## src/hw/rtl/epdm_pkg.sv

```systemverilog
// ----------------------------------------------------------------------------
// epdm_pkg
// Shared types and constants for the echo pulse distance meter.
// ----------------------------------------------------------------------------
package epdm_pkg;

   // tick counter width and its saturation value
   localparam int COUNT_WIDTH = 32;
   localparam logic [COUNT_WIDTH-1:0] COUNT_MAX = '1;

   // pulse width in microseconds is held in 16 bits
   localparam int US_WIDTH = 16;
   localparam logic [US_WIDTH-1:0] US_MAX = '1;

   // remainder times one hundred fits in 15 bits (254 * 100 < 2^15)
   localparam int PROD_WIDTH = 15;
   localparam logic [6:0] HUNDRED = 7'd100;

   // step counter of the shared divider
   localparam int STEP_WIDTH = $clog2(COUNT_WIDTH + 1);

   // register indexes on the csr port
   localparam int CSR_INDEX_WIDTH = 2;
   localparam logic [CSR_INDEX_WIDTH-1:0] CSR_TICK_DIVISOR = 2'd0;
   localparam logic [CSR_INDEX_WIDTH-1:0] CSR_SOUND_TIME   = 2'd1;
   localparam logic [CSR_INDEX_WIDTH-1:0] CSR_MAX_DISTANCE = 2'd2;
   localparam int CSR_DATA_WIDTH = 16;

   // reset values of the registers
   localparam logic [7:0]  TICK_DIVISOR_RESET = 8'd80;
   localparam logic [7:0]  SOUND_TIME_RESET   = 8'd29;
   localparam logic [15:0] MAX_DISTANCE_RESET = 16'd450;

   typedef struct packed {
      logic [7:0]  tick_divisor;
      logic [7:0]  sound_time;
      logic [15:0] max_distance;
   } cfg_type;

   // back end sequencer states
   typedef enum logic [2:0] {
      ST_IDLE,
      ST_DIV_US,
      ST_DIV_CM,
      ST_DIV_HUND
   } back_state_type;

endpackage

```

## src/hw/rtl/echo_pulse_distance_meter_core.sv

```systemverilog
// ----------------------------------------------------------------------------
// echo_pulse_distance_meter_core
// Ultrasonic echo time-of-flight ranging: measures echo pulse width and
// reports distance in centimetres and hundredths.
// ----------------------------------------------------------------------------
// One echo sample is taken per cycle (req_push with req_full low); each
// falling edge that ends a measured pulse yields one result on the rsp
// queue, computed by the shared bit-serial divider that does all three
// divisions one quotient bit per cycle; the divider only starts a pulse
// once the previous result has been popped.
// Two finished pulses can wait between the sampler and the divider; while
// both are held req_full is high, until the divider takes one.
// Registers: 0 tick divisor, 1 sound time, 2 max distance.
// ----------------------------------------------------------------------------
module echo_pulse_distance_meter_core (
   input  logic                                    clock,
   input  logic                                    reset,
   input  logic                                    req_push,
   output logic                                    req_full,
   input  logic                                    req_echo,
   output logic                                    rsp_empty,
   input  logic                                    rsp_pop,
   output logic [15:0]                             rsp_distance_cm,
   output logic [6:0]                              rsp_hundredths,
   output logic                                    rsp_too_far,
   input  logic                                    csr_we,
   input  logic [epdm_pkg::CSR_INDEX_WIDTH-1:0]    csr_index,
   input  logic [epdm_pkg::CSR_DATA_WIDTH-1:0]     csr_wdata
);

   epdm_pkg::cfg_type                cfg_ff, cfg_in;
   logic                             sample_valid;
   logic                             pulse_push;
   logic [epdm_pkg::COUNT_WIDTH-1:0] pulse_ticks;
   logic                             queue_full;
   logic                             queue_empty;
   logic                             queue_pop;
   logic [epdm_pkg::COUNT_WIDTH-1:0] queue_data;

   // configuration register writes
   always_comb begin
      cfg_in = cfg_ff;
      if (csr_we) begin
         case (csr_index)
            epdm_pkg::CSR_TICK_DIVISOR: cfg_in.tick_divisor = csr_wdata[7:0];
            epdm_pkg::CSR_SOUND_TIME:   cfg_in.sound_time   = csr_wdata[7:0];
            epdm_pkg::CSR_MAX_DISTANCE: cfg_in.max_distance = csr_wdata[15:0];
            default: cfg_in = cfg_ff;
         endcase
      end
   end

   always_ff @(posedge clock) begin
      if (reset) begin
         cfg_ff.tick_divisor <= epdm_pkg::TICK_DIVISOR_RESET;
         cfg_ff.sound_time   <= epdm_pkg::SOUND_TIME_RESET;
         cfg_ff.max_distance <= epdm_pkg::MAX_DISTANCE_RESET;
      end else begin
         cfg_ff <= cfg_in;
      end
   end

   // sample transfer
   assign req_full     = queue_full;
   assign sample_valid = req_push & ~queue_full;

   epdm_front u_front (
      .clock        (clock),
      .reset        (reset),
      .sample_valid (sample_valid),
      .echo         (req_echo),
      .pulse_push   (pulse_push),
      .pulse_ticks  (pulse_ticks)
   );

   epdm_tick_queue u_queue (
      .clock     (clock),
      .reset     (reset),
      .push      (pulse_push),
      .push_data (pulse_ticks),
      .full      (queue_full),
      .pop       (queue_pop),
      .head_data (queue_data),
      .empty     (queue_empty)
   );

   epdm_back u_back (
      .clock           (clock),
      .reset           (reset),
      .cfg             (cfg_ff),
      .queue_empty     (queue_empty),
      .queue_data      (queue_data),
      .queue_pop       (queue_pop),
      .rsp_empty       (rsp_empty),
      .rsp_pop         (rsp_pop),
      .rsp_distance_cm (rsp_distance_cm),
      .rsp_hundredths  (rsp_hundredths),
      .rsp_too_far     (rsp_too_far)
   );

endmodule

```

## src/hw/rtl/epdm_front.sv

```systemverilog
// ----------------------------------------------------------------------------
// epdm_front
// Echo edge detection and saturating pulse width counter. Emits the tick
// count of each finished pulse.
// ----------------------------------------------------------------------------
module epdm_front (
   input  logic                                clock,
   input  logic                                reset,
   input  logic                                sample_valid,
   input  logic                                echo,
   output logic                                pulse_push,
   output logic [epdm_pkg::COUNT_WIDTH-1:0]    pulse_ticks
);

   logic                             last_echo_ff, last_echo_in;
   logic                             measuring_ff, measuring_in;
   logic [epdm_pkg::COUNT_WIDTH-1:0] tick_ff, tick_in;
   logic [epdm_pkg::COUNT_WIDTH-1:0] tick_sat;
   logic                             rising;
   logic                             falling;

   // edge classification and counting
   always_comb begin
      rising       = echo & ~last_echo_ff;
      falling      = ~echo & last_echo_ff;
      tick_sat     = (tick_ff < epdm_pkg::COUNT_MAX) ? tick_ff + 1'b1 : tick_ff;
      last_echo_in = last_echo_ff;
      measuring_in = measuring_ff;
      tick_in      = tick_ff;
      pulse_push   = 1'b0;
      if (sample_valid) begin
         last_echo_in = echo;
         if (rising) begin
            tick_in      = '0;
            measuring_in = 1'b1;
         end else if (measuring_ff) begin
            tick_in = tick_sat;
            if (falling) begin
               pulse_push   = 1'b1;
               measuring_in = 1'b0;
            end
         end
      end
   end

   assign pulse_ticks = tick_sat;

   // state registers
   always_ff @(posedge clock) begin
      if (reset) begin
         last_echo_ff <= 1'b0;
         measuring_ff <= 1'b0;
         tick_ff      <= '0;
      end else begin
         last_echo_ff <= last_echo_in;
         measuring_ff <= measuring_in;
         tick_ff      <= tick_in;
      end
   end

endmodule

```

## src/hw/rtl/epdm_tick_queue.sv

```systemverilog
// ----------------------------------------------------------------------------
// epdm_tick_queue
// Two-entry queue of pulse tick counts between front and back end.
// ----------------------------------------------------------------------------
module epdm_tick_queue (
   input  logic                             clock,
   input  logic                             reset,
   input  logic                             push,
   input  logic [epdm_pkg::COUNT_WIDTH-1:0] push_data,
   output logic                             full,
   input  logic                             pop,
   output logic [epdm_pkg::COUNT_WIDTH-1:0] head_data,
   output logic                             empty
);

   logic [epdm_pkg::COUNT_WIDTH-1:0] entry_ff [2];
   logic                             wr_ptr_ff, wr_ptr_in;
   logic                             rd_ptr_ff, rd_ptr_in;
   logic [1:0]                       count_ff, count_in;
   logic                             do_push;
   logic                             do_pop;

   // occupancy and pointers
   always_comb begin
      full      = (count_ff == 2'd2);
      empty     = (count_ff == 2'd0);
      do_push   = push & ~full;
      do_pop    = pop & ~empty;
      wr_ptr_in = wr_ptr_ff ^ do_push;
      rd_ptr_in = rd_ptr_ff ^ do_pop;
      count_in  = count_ff + {1'b0, do_push} - {1'b0, do_pop};
      head_data = entry_ff[rd_ptr_ff];
   end

   always_ff @(posedge clock) begin
      if (reset) begin
         wr_ptr_ff <= 1'b0;
         rd_ptr_ff <= 1'b0;
         count_ff  <= 2'd0;
      end else begin
         wr_ptr_ff <= wr_ptr_in;
         rd_ptr_ff <= rd_ptr_in;
         count_ff  <= count_in;
      end
   end

   // storage
   always_ff @(posedge clock) begin
      if (do_push) begin
         entry_ff[wr_ptr_ff] <= push_data;
      end
   end

endmodule

```

## src/hw/rtl/epdm_back.sv

```systemverilog
// ----------------------------------------------------------------------------
// epdm_back
// Converts a pulse tick count to centimetres and hundredths with one shared
// bit-serial divider, and holds the result for the consumer.
// ----------------------------------------------------------------------------
module epdm_back (
   input  logic                             clock,
   input  logic                             reset,
   input  epdm_pkg::cfg_type                cfg,
   input  logic                             queue_empty,
   input  logic [epdm_pkg::COUNT_WIDTH-1:0] queue_data,
   output logic                             queue_pop,
   output logic                             rsp_empty,
   input  logic                             rsp_pop,
   output logic [15:0]                      rsp_distance_cm,
   output logic [6:0]                       rsp_hundredths,
   output logic                             rsp_too_far
);

   localparam int CW = epdm_pkg::COUNT_WIDTH;

   epdm_pkg::back_state_type state_ff, state_in;
   logic [epdm_pkg::STEP_WIDTH-1:0] step_ff, step_in;
   logic [CW-1:0]                   quo_ff, quo_in;
   logic [7:0]                      rem_ff, rem_in;
   logic [7:0]                      dsr_ff, dsr_in;
   logic [15:0]                     cm_ff, cm_in;
   logic                            valid_ff, valid_in;
   logic [15:0]                     out_cm_ff;
   logic [6:0]                      out_hund_ff;
   logic                            out_far_ff;
   logic                            out_load;

   logic [7:0]                      div_eff;
   logic [7:0]                      st_eff;
   logic [8:0]                      trial;
   logic                            fits;
   logic [CW-1:0]                   quo_step;
   logic [7:0]                      rem_step;
   logic [epdm_pkg::US_WIDTH-1:0]   us_sat;
   logic [epdm_pkg::PROD_WIDTH-1:0] prod;
   logic                            steps_done;

   // zero divisors read as one
   assign div_eff = (cfg.tick_divisor == 8'd0) ? 8'd1 : cfg.tick_divisor;
   assign st_eff  = (cfg.sound_time == 8'd0) ? 8'd1 : cfg.sound_time;

   // one restoring division step
   always_comb begin
      trial    = {rem_ff, quo_ff[CW-1]};
      fits     = (trial >= {1'b0, dsr_ff});
      rem_step = fits ? 8'(trial - {1'b0, dsr_ff}) : trial[7:0];
      quo_step = {quo_ff[CW-2:0], fits};
   end

   // saturate microseconds, scale remainder
   assign us_sat = (quo_ff > CW'(epdm_pkg::US_MAX)) ? epdm_pkg::US_MAX
                                                    : quo_ff[epdm_pkg::US_WIDTH-1:0];
   assign prod       = epdm_pkg::PROD_WIDTH'(rem_ff) *
                       epdm_pkg::PROD_WIDTH'(epdm_pkg::HUNDRED);
   assign steps_done = (step_ff == '0);

   // sequencer: next state and outputs
   always_comb begin
      state_in  = state_ff;
      step_in   = step_ff;
      quo_in    = quo_ff;
      rem_in    = rem_ff;
      dsr_in    = dsr_ff;
      cm_in     = cm_ff;
      valid_in  = valid_ff & ~rsp_pop;
      queue_pop = 1'b0;
      out_load  = 1'b0;
      case (state_ff)
         epdm_pkg::ST_IDLE: begin
            if (!queue_empty && !valid_ff) begin
               queue_pop = 1'b1;
               quo_in    = queue_data;
               rem_in    = '0;
               dsr_in    = div_eff;
               step_in   = epdm_pkg::STEP_WIDTH'(CW);
               state_in  = epdm_pkg::ST_DIV_US;
            end
         end
         epdm_pkg::ST_DIV_US: begin
            if (steps_done) begin
               quo_in   = CW'(us_sat) << (CW - epdm_pkg::US_WIDTH);
               rem_in   = '0;
               dsr_in   = st_eff;
               step_in  = epdm_pkg::STEP_WIDTH'(epdm_pkg::US_WIDTH);
               state_in = epdm_pkg::ST_DIV_CM;
            end else begin
               quo_in  = quo_step;
               rem_in  = rem_step;
               step_in = step_ff - 1'b1;
            end
         end
         epdm_pkg::ST_DIV_CM: begin
            if (steps_done) begin
               cm_in    = quo_ff[15:0];
               quo_in   = CW'(prod) << (CW - epdm_pkg::PROD_WIDTH);
               rem_in   = '0;
               step_in  = epdm_pkg::STEP_WIDTH'(epdm_pkg::PROD_WIDTH);
               state_in = epdm_pkg::ST_DIV_HUND;
            end else begin
               quo_in  = quo_step;
               rem_in  = rem_step;
               step_in = step_ff - 1'b1;
            end
         end
         epdm_pkg::ST_DIV_HUND: begin
            if (steps_done) begin
               out_load = 1'b1;
               valid_in = 1'b1;
               state_in = epdm_pkg::ST_IDLE;
            end else begin
               quo_in  = quo_step;
               rem_in  = rem_step;
               step_in = step_ff - 1'b1;
            end
         end
         default: begin
            state_in = epdm_pkg::ST_IDLE;
         end
      endcase
   end

   // control registers
   always_ff @(posedge clock) begin
      if (reset) begin
         state_ff <= epdm_pkg::ST_IDLE;
         step_ff  <= '0;
         valid_ff <= 1'b0;
      end else begin
         state_ff <= state_in;
         step_ff  <= step_in;
         valid_ff <= valid_in;
      end
   end

   // datapath and result registers
   always_ff @(posedge clock) begin
      quo_ff <= quo_in;
      rem_ff <= rem_in;
      dsr_ff <= dsr_in;
      cm_ff  <= cm_in;
      if (out_load) begin
         out_cm_ff   <= cm_ff;
         out_hund_ff <= quo_ff[6:0];
         out_far_ff  <= (cm_ff > cfg.max_distance);
      end
   end

   assign rsp_empty       = ~valid_ff;
   assign rsp_distance_cm = out_cm_ff;
   assign rsp_hundredths  = out_hund_ff;
   assign rsp_too_far     = out_far_ff;

endmodule
```

## config.mk

```make
export PLATFORM = sky130hd
export DESIGN_NAME = echo_pulse_distance_meter_core
export DESIGN_NICKNAME = d
export VERILOG_FILES = /design/src/hw/rtl/epdm_pkg.sv /design/src/hw/rtl/echo_pulse_distance_meter_core.sv /design/src/hw/rtl/epdm_front.sv /design/src/hw/rtl/epdm_tick_queue.sv /design/src/hw/rtl/epdm_back.sv
export SDC_FILE = /design/constraint.sdc
export NUM_CORES = 1
export LEC_CHECK = 0
export ABC_CLOCK_PERIOD_IN_PS = 2850
export BUFFER_PORTS_ARGS = -buffer_cell sky130_fd_sc_hd__buf_2
export CAP_MARGIN = 5
export CELL_PAD_IN_SITES_DETAIL_PLACEMENT = 1
export CELL_PAD_IN_SITES_GLOBAL_PLACEMENT = 1
export CORE_MARGIN = 2
export CORE_UTILIZATION = 40
export CTS_CLUSTER_SIZE = 8
export DETAILED_ROUTE_END_ITERATION = 10
export GPL_ROUTABILITY_DRIVEN = 0
export PLACE_DENSITY = 0.65
export SKIP_LAST_GASP = 1
export SYNTH_ARGS = -nofsm -noshare
export SYNTH_HDL_FRONTEND = slang
export SYNTH_SLANG_ARGS = --single-unit
```

## constraint.sdc

```tcl
create_clock -name clock -period 2.85 [get_ports clock]
set_input_delay 0.285 -clock clock [delete_from_list [all_inputs] [get_ports clock]]
set_output_delay 0.285 -clock clock [all_outputs]
set_load 0.01 [all_outputs]
```

==> metrics, run 1 <==
outcome=finished with violations; violations in the final reports=negative setup slack; post-layout minimum cycle time=2.86 ns; achievable frequency=350 MHz; Synth Cell Area=0.0116 mm²; Cell Pwr Density=1060 mW/mm²; post-layout net count=1232; Finished Cell Area=0.0136 mm²; Core Region=0.0286 mm²; share of post-route cells with drive strength above 1=0.154; Avg Synthesized Cell Area=11.0 µm²; Setup-failing EPs final=2; critical path's most frequent cell=sky130_fd_sc_hd__ha_1; Hold Path Cell Cnt=3; Final Hold Viols=0; data required time of the critical path=3.12 ns; initial standard-cell utilization of the core=0.405; clock buffers created by TritonCTS=34; final count of pins violating max slew=0; via count of the first global-routing pass=8884; Crit-path slowest cell=sky130_fd_sc_hd__fa_1; setup repair after global routing missed its margin=true; CP Capture Type=flop; multiplexer area fraction after synthesis=0.0509; worst reg-to-reg path cell count=11; category of the most critical setup path=reg -> reg; number of flops mapped to enable cells by yosys=152; layout overhead on the synthesized area=17.2%; max-capacitance violation count=0; Die ar.=0.0304 mm²; reg-to-reg endpoint=u_back.quo_ff[31]; CTS tree=built; Hold Slack=0.0207 ns; vias per std cell=5.44; Worst Hold Launch=csr_wdata[15]; final critical-path setup slack=-0.0109 ns; static leakage=5.17 nW; wire length of the first global-routing pass=48100 µm; Adder-Cell Fraction of Synth Area=0.0749; async set-or-reset flop fraction in the synthesized netlist=0; kind of start point of the critical path=flop; slew at the pin with the worst max-slew slack=0.874 ns; number of detailed-routing iterations run before antenna repair=4; Slew HR=0.415; floorplan die width=174 µm; IO Port Bufs=49; Post-Synthesis Cells=1058; total wire length=29600 µm; peak ir drop on the vdd network=0.000451 V; Routed Antenna Nets=0; Sw Ratio=0.364; synthesis warning total=0; I/O pin count=50; aggregate global-route resource usage=0.198; Die Y-Extent=174 µm; area share of and/or/nand/nor cells after synthesis=0.132; via count=8439; initial antenna violation count=1; Hold EP=cfg_ff[15]; number of DRC markers after the initial detailed-route iteration=404; most used flip-flop cell after synthesis=sky130_fd_sc_hd__edfxtp_1; cell chosen for the clock root=sky130_fd_sc_hd__clkbuf_16; startpoint of the worst register-to-register path=u_back.rem_ff[3]; hold crit path type=in -> reg; critical-path cell list=ha_1 -> ha_1 -> inv_1 -> fa_1 -> inv_2 -> ha_4 -> and3_4 -> a221oi_4 -> o21ai_2 -> mux2i_1 -> nand2_1; endpoint arrival time on the critical path=3.13 ns; total nets after synthesis=1149; final core occ=0.475; maximum number of pins on one net before global-route repair=39; Synth Area in Compound Gates=0.145; number of register bits inferred by synthesis=231; final clock period utilization by the worst path=1.00; post-detailed-placement cell area=0.0125 mm²; part of the power in the clock network=0.263; area used by multi-input combinational logic=0.00509 mm²; Max Fanout on Critical Path=3; clock insertion delay at the later pin of the skew report=0.51 ns; Comb pwr share=0.395; post-route DRC violation count=0; xor and xnor area share after synthesis=0.0272; main combinational cell family by area after synthesis=compound AO/OA/AOI/OAI gates; cell count after placement=1485; share of power burned in registers=0.341; internal power=0.00912 W; overflow left after global routing=0; fillcell total=3109; deepest level of the CTS H-tree=2; buffer levels on the longest clock path=3; Switching Power=0.00522 W; clock transition at the registers of the reported paths=0.06 ns; proportion of synthesized chip area in sequential cells=0.530; worst clock skew=0.0125 ns; clock sinks=231; Cell variety after synth=73; placed wire-length estimate after detailed placement=21500 µm; slack of the worst reg-to-reg path=-0.01 ns; total area of sequential cells=0.00615 mm²; final cell count without fillers=1551; maximum cell stage delay along the critical path=0.49 ns; # rows=62; routed length per placed instance=19.1 µm
[registers in the layout, summed over array words and instances (netlist names), 2 cells and up]
signal / count
u_queue.entry_ff: 64
cfg_ff: 32
u_back.quo_ff: 32
u_front.tick_ff: 32
u_back.cm_ff: 16
u_back.rsp_distance_cm: 16
u_back.dsr_ff: 8
u_back.rem_ff: 8
u_back.rsp_hundredths: 7
u_back.step_ff: 6
u_back.state_ff: 2
u_queue.count_ff: 2
[placed cells by master, fill, tap and decap left out, types with 5 or more instances in the layout]
master                        n
sky130_fd_sc_hd__and3_1      13
sky130_fd_sc_hd__o21ai_1      5
sky130_fd_sc_hd__o21ai_0     48
sky130_fd_sc_hd__a31oi_1     18
sky130_fd_sc_hd__a211oi_1    13
sky130_fd_sc_hd__edfxtp_1   152
sky130_fd_sc_hd__a32oi_1      6
sky130_fd_sc_hd__buf_4       43
sky130_fd_sc_hd__and2_1       8
sky130_fd_sc_hd__xor2_1      16
sky130_fd_sc_hd__dfxtp_1     78
sky130_fd_sc_hd__nand2_1     93
sky130_fd_sc_hd__xnor2_1     20
sky130_fd_sc_hd__a221oi_1     5
sky130_fd_sc_hd__nor3_1      22
sky130_fd_sc_hd__o211ai_1    13
sky130_fd_sc_hd__ha_4         5
sky130_fd_sc_hd__nand3_1     25
sky130_fd_sc_hd__a31o_2      20
sky130_fd_sc_hd__buf_2       49
sky130_fd_sc_hd__inv_1       65
sky130_fd_sc_hd__nand2b_1     7
sky130_fd_sc_hd__a22oi_1     12
sky130_fd_sc_hd__o31ai_1      5
sky130_fd_sc_hd__mux2_2       8
sky130_fd_sc_hd__nor2b_1     13
sky130_fd_sc_hd__a21oi_1     51
sky130_fd_sc_hd__or3_1       10
sky130_fd_sc_hd__and4_1       7
sky130_fd_sc_hd__o21a_1       7
sky130_fd_sc_hd__clkbuf_16   35
sky130_fd_sc_hd__nor2_1      57
sky130_fd_sc_hd__ha_1        58
sky130_fd_sc_hd__nor4_1      14
sky130_fd_sc_hd__a21o_1       9
sky130_fd_sc_hd__mux2i_1     50
sky130_fd_sc_hd__nand4_1     10
sky130_fd_sc_hd__clkbuf_1    24
[power groups by stage]
| stage | registers [W] | logic, W | clock network [W] |
|---|---|---|---|
| 2_1_floorplan | 0.00473 | 0.00359 | 0 |
| 5_1_grt | 0.00495 | 0.00634 | 0.00402 |
| 4_1_cts | 0.00490 | 0.00570 | 0.00388 |
| 6_report | 0.00490 | 0.00567 | 0.00378 |
| 3_3_place_gp | 0.00494 | 0.00519 | 0 |
| 3_5_place_dp | 0.00497 | 0.00531 | 0 |
[Yosys cell counts, types with 13 or more instances]
cell type | instances | area [µm²]
sky130_fd_sc_hd__a21oi_1 | 51 | 255
sky130_fd_sc_hd__nor4_1 | 14 | 87.6
sky130_fd_sc_hd__a31o_2 | 20 | 175
sky130_fd_sc_hd__nand2_1 | 93 | 349
sky130_fd_sc_hd__a211oi_1 | 13 | 97.6
sky130_fd_sc_hd__ha_1 | 63 | 788
sky130_fd_sc_hd__o211ai_1 | 13 | 97.6
sky130_fd_sc_hd__nor2_1 | 58 | 218
sky130_fd_sc_hd__inv_1 | 66 | 248
sky130_fd_sc_hd__dfxtp_1 | 79 | 1580
sky130_fd_sc_hd__a31oi_1 | 18 | 113
sky130_fd_sc_hd__nor3_1 | 22 | 110
sky130_fd_sc_hd__nand3_1 | 25 | 125
sky130_fd_sc_hd__o21ai_0 | 51 | 255
sky130_fd_sc_hd__and3_1 | 15 | 93.8
sky130_fd_sc_hd__edfxtp_1 | 152 | 4560
sky130_fd_sc_hd__xor2_1 | 16 | 140
sky130_fd_sc_hd__clkbuf_1 | 27 | 101
sky130_fd_sc_hd__nor2b_1 | 13 | 81.3
sky130_fd_sc_hd__mux2i_1 | 50 | 500
sky130_fd_sc_hd__xnor2_1 | 20 | 175
[worst max-delay path: cells and delay by family (launching register included)]
family	cells	cell delay (ns)
buf+inv	2	0.10
flops	1	0.42
simple gates	2	0.25
mux	1	0.17
compound gates	2	0.41
fa+ha+maj	4	1.27
[final cells by class]
class                   count  area share
repair buffers             96      0.0455
well taps                 384      0.0354
clock inverters             2     0.00212
multi-input cells         711       0.375
inverters                  67      0.0185
diodes                      1    0.000184
clock buffers              59      0.0711
flip-flops and latches    231       0.452
[logic make-up after synthesis]
group / count (synthesis)
muxes: 58
and+or+nand+nor: 300
adders and majority gates: 67
AOI/OAI and AO/OA: 250
buffers and inverters: 116
xor gates and xnor gates: 36
DFF: 231
[repair_timing]
item / in CTS / in global routing
resized for setup: 11 / 0
setup endpoints to repair: 5 / 6
hold endpoints to repair: 3 / 0
hold buffers: 3 / 0
pin swaps: 14 / 3
buffers inserted: 0 / 1
[how the worst max path moves through the flow]
stage	start	endpoint	slack, ns	cells after the start
final	u_back.rem_ff[3]	u_back.quo_ff[31]	-0.01	11
after detailed placement	u_back.rem_ff[2]	u_back.quo_ff[31]	-0.19	9
after global routing	u_back.rem_ff[2]	u_back.quo_ff[28]	-0.15	9
after global placement	u_back.rem_ff[2]	u_back.quo_ff[29]	-0.12	9
after floorplan	u_back.rem_ff[2]	u_back.quo_ff[31]	0.01	9
after CTS	u_back.rem_ff[3]	u_back.quo_ff[31]	-0.02	11
[metal layers]
metal | track usage | routed length (µm)
met5 | 0 | 0
met4 | 0.0770 | 994
met3 | 0.0302 | 947
met2 | 0.331 | 14100
met1 | 0.261 | 13500
[metrics by stage]
stage	TNS, ns	power, W	setup WS (ns)
after CTS	-0.0452	0.0145	-0.0210
after detailed placement	-0.575	0.0103	-0.190
after global placement	-0.362	0.0101	-0.121
after global routing	-0.611	0.0153	-0.148
after floorplan	0	0.00832	0.0119
final	-0.0139	0.0143	-0.0109
No activity file was read; power rests on OpenSTA's default activity.
==> run 2, diff against run 1 <==
Settings changed: RECOVER_POWER from default to 50.
==> run 2 against run 1 <==
The flow still finishes with violations (negative setup slack). Final cell count is the same. Hold slack got worse by 0.0014 ns. Die area stayed put. Non-clock buffer count is the same. Combinational power barely moved. Cell area down 0.53%. Via count is 0.28% lower. Clock skew about the same. Largest cell class unchanged. Wire length down 0.15%. Critical endpoint unchanged. Sequential cell count unchanged. Fmax about the same.
==> metrics, run 2 (synthesis gave the netlist of run 1 again) <==
Die ar.=0.0304 mm² (unchanged); CTS tree=built (unchanged); max reg flops=64 (unchanged); maximum number of pins on one net before global-route repair=39 (unchanged); initial antenna violation count=1 (unchanged); endpoint arrival time on the critical path=3.13 ns (about the same); wire length of the first global-routing pass=48100 µm (unchanged); clock buffers created by TritonCTS=34 (unchanged); slew at the pin with the worst max-slew slack=0.871 ns (was 0.874 ns); max-capacitance violation count=0 (unchanged); share of post-route cells with drive strength above 1=0.125 (was 0.154); Slew HR=0.417 (was 0.415); post-route DRC violation count=0 (unchanged); layout overhead on the synthesized area=16.6% (was 17.2%); total chip power=0.0143 W (about the same); number of DRC markers after the initial detailed-route iteration=406 (was 404); via count=8415 (was 8439); Comb pwr share=0.394 (was 0.395); share of power burned in registers=0.342 (was 0.341); maximum cell stage delay along the critical path=0.49 ns (about the same); final count of pins violating max slew=0 (unchanged); Switching Power=0.00523 W (was 0.00522 W); initial standard-cell utilization of the core=0.405 (unchanged); Cell Pwr Density=1060 mW/mm² (about the same); internal power=0.00911 W (was 0.00912 W); leading cell types in the layout, fill and taps excluded=sky130_fd_sc_hd__edfxtp_1, sky130_fd_sc_hd__nand2_1, sky130_fd_sc_hd__dfxtp_1 (unchanged); # rows=62 (unchanged); clock sinks=231 (unchanged); aggregate global-route resource usage=0.198 (unchanged); violations in the final reports=negative setup slack (unchanged); part of the power in the clock network=0.264 (was 0.263); data required time of the critical path=3.12 ns (about the same); pre-CTS setup slack=-0.190 ns (unchanged); Crit-path slowest cell=sky130_fd_sc_hd__fa_1 (unchanged); critical path's most frequent cell=sky130_fd_sc_hd__ha_1 (unchanged); via count of the first global-routing pass=8884 (unchanged); Final Hold Viols=0 (unchanged); vias per std cell=5.43 (was 5.44); total wire length=29600 µm (about the same); Setup-failing EPs final=2 (unchanged); number of detailed-routing iterations run before antenna repair=5 (was 4); cell chosen for the clock root=sky130_fd_sc_hd__clkbuf_16 (unchanged); post-layout net count=1232 (unchanged); outcome=finished with violations (unchanged); register with the most flip-flops=u_queue.entry_ff (unchanged); floorplan die width=174 µm (unchanged); critical-path cell list=ha_1 -> ha_1 -> inv_1 -> fa_1 -> inv_2 -> ha_4 -> and3_4 -> a221oi_4 -> o21ai_2 -> mux2i_1 -> nand2_1 (unchanged); Core Region=0.0286 mm² (unchanged); IO Port Bufs=49 (unchanged); routed length per placed instance=19.1 µm (about the same); clock insertion delay at the later pin of the skew report=0.51 ns (about the same); final clock period utilization by the worst path=1.00 (about the same); deepest level of the CTS H-tree=2 (unchanged); category of the most critical setup path=reg -> reg (unchanged); fillcell total=3126 (was 3109); kind of start point of the critical path=flop (unchanged); Sw Ratio=0.365 (was 0.364); I/O pin count=50 (unchanged); post-layout minimum cycle time=2.86 ns (about the same); placed wire-length estimate after detailed placement=21500 µm (unchanged); most frequent standard cell in the layout excluding fill and tap cells=sky130_fd_sc_hd__edfxtp_1 (unchanged); setup repair after global routing missed its margin=true (unchanged); hold crit path type=in -> reg (unchanged); final critical-path setup slack=-0.0106 ns (was -0.0109 ns); worst clock skew=0.0128 ns (was 0.0125 ns); CP Capture Type=flop (unchanged); peak ir drop on the vdd network=0.000450 V (was 0.000451 V); Die Y-Extent=174 µm (unchanged); achievable frequency=350 MHz (about the same); static leakage=5.05 nW (was 5.17 nW); buffer levels on the longest clock path=3 (unchanged); overflow left after global routing=0 (unchanged); Max Fanout on Critical Path=3 (unchanged); Routed Antenna Nets=0 (unchanged); clock transition at the registers of the reported paths=0.06 ns (about the same)
run 2: final timing paths:
kind | startpoint | endpoint | slack (ns) | depth (start not counted)
worst max-delay path | u_back.rem_ff[3] | u_back.quo_ff[31] | -0.01 | 11
worst min-delay path | csr_wdata[15] | cfg_ff[15] | 0.02 | 3
worst max register to register | u_back.rem_ff[3] | u_back.quo_ff[31] | -0.01 | 11
worst min register to register | cfg_ff[3] | cfg_ff[3] | 0.46 | 2
run 2: worst max-delay path: cells and delay by family, from the launching register on:
family / cells / cell delay [ns]
compound gates: 2 / 0.41
flops: 1 / 0.42
simple gates: 2 / 0.25
mux: 1 / 0.17
fa+ha+maj: 4 / 1.27
buf+inv: 2 / 0.10
run 2: cell type report:
cell class	instances	area, µm²	share of cell area
clock buffers	59	966	0.0715
multi-input cells	711	5080	0.376
repair buffers	96	561	0.0415
diodes	1	2.50	0.000185
inverters	67	251	0.0186
clock inverters	2	28.8	0.00213
well taps	384	480	0.0356
flip-flops and latches	231	6150	0.455
run 2: routing by layer:
layer | global-route usage | up-vias | part of all wire
met5 | 0 | - | 0
met4 | 0.0770 | 0 | 0.032
met3 | 0.0302 | 56 | 0.030
met2 | 0.331 | 139 | 0.48
met1 | 0.261 | 4101 | 0.46
li1 | - | 4119 | -
run 2: per-stage QoR:
stage	TNS (ns)	hold slack (ns)	instances	cell area, µm²	util
floorplan	0	0.410	1058	11600	-
global placement	-0.362	0.434	1485	12500	0.436
global route	-0.611	0.0203	1551	13500	0.472
detailed placement	-0.575	0.445	1485	12500	0.436
finish	-0.0134	0.0193	1551	13500	0.472
CTS	-0.0452	0.00309	1549	13600	0.474
run 2: power by group through the flow:
stage / Combinational [W] / Clock [W] / Sequential, W
3_3_place_gp: 0.00519 / 0 / 0.00494
5_1_grt: 0.00633 / 0.00402 / 0.00495
4_1_cts: 0.00570 / 0.00388 / 0.00490
2_1_floorplan: 0.00359 / 0 / 0.00473
3_5_place_dp: 0.00531 / 0 / 0.00497
6_report: 0.00565 / 0.00378 / 0.00490
run 2: repair_timing:
action	in CTS	in global routing
endpoints found under the setup margin	5	6
endpoints found under the hold margin	3	0
hold buffers	3	0
gates resized for setup	11	0
buffers inserted	0	1
pin swaps	14	3
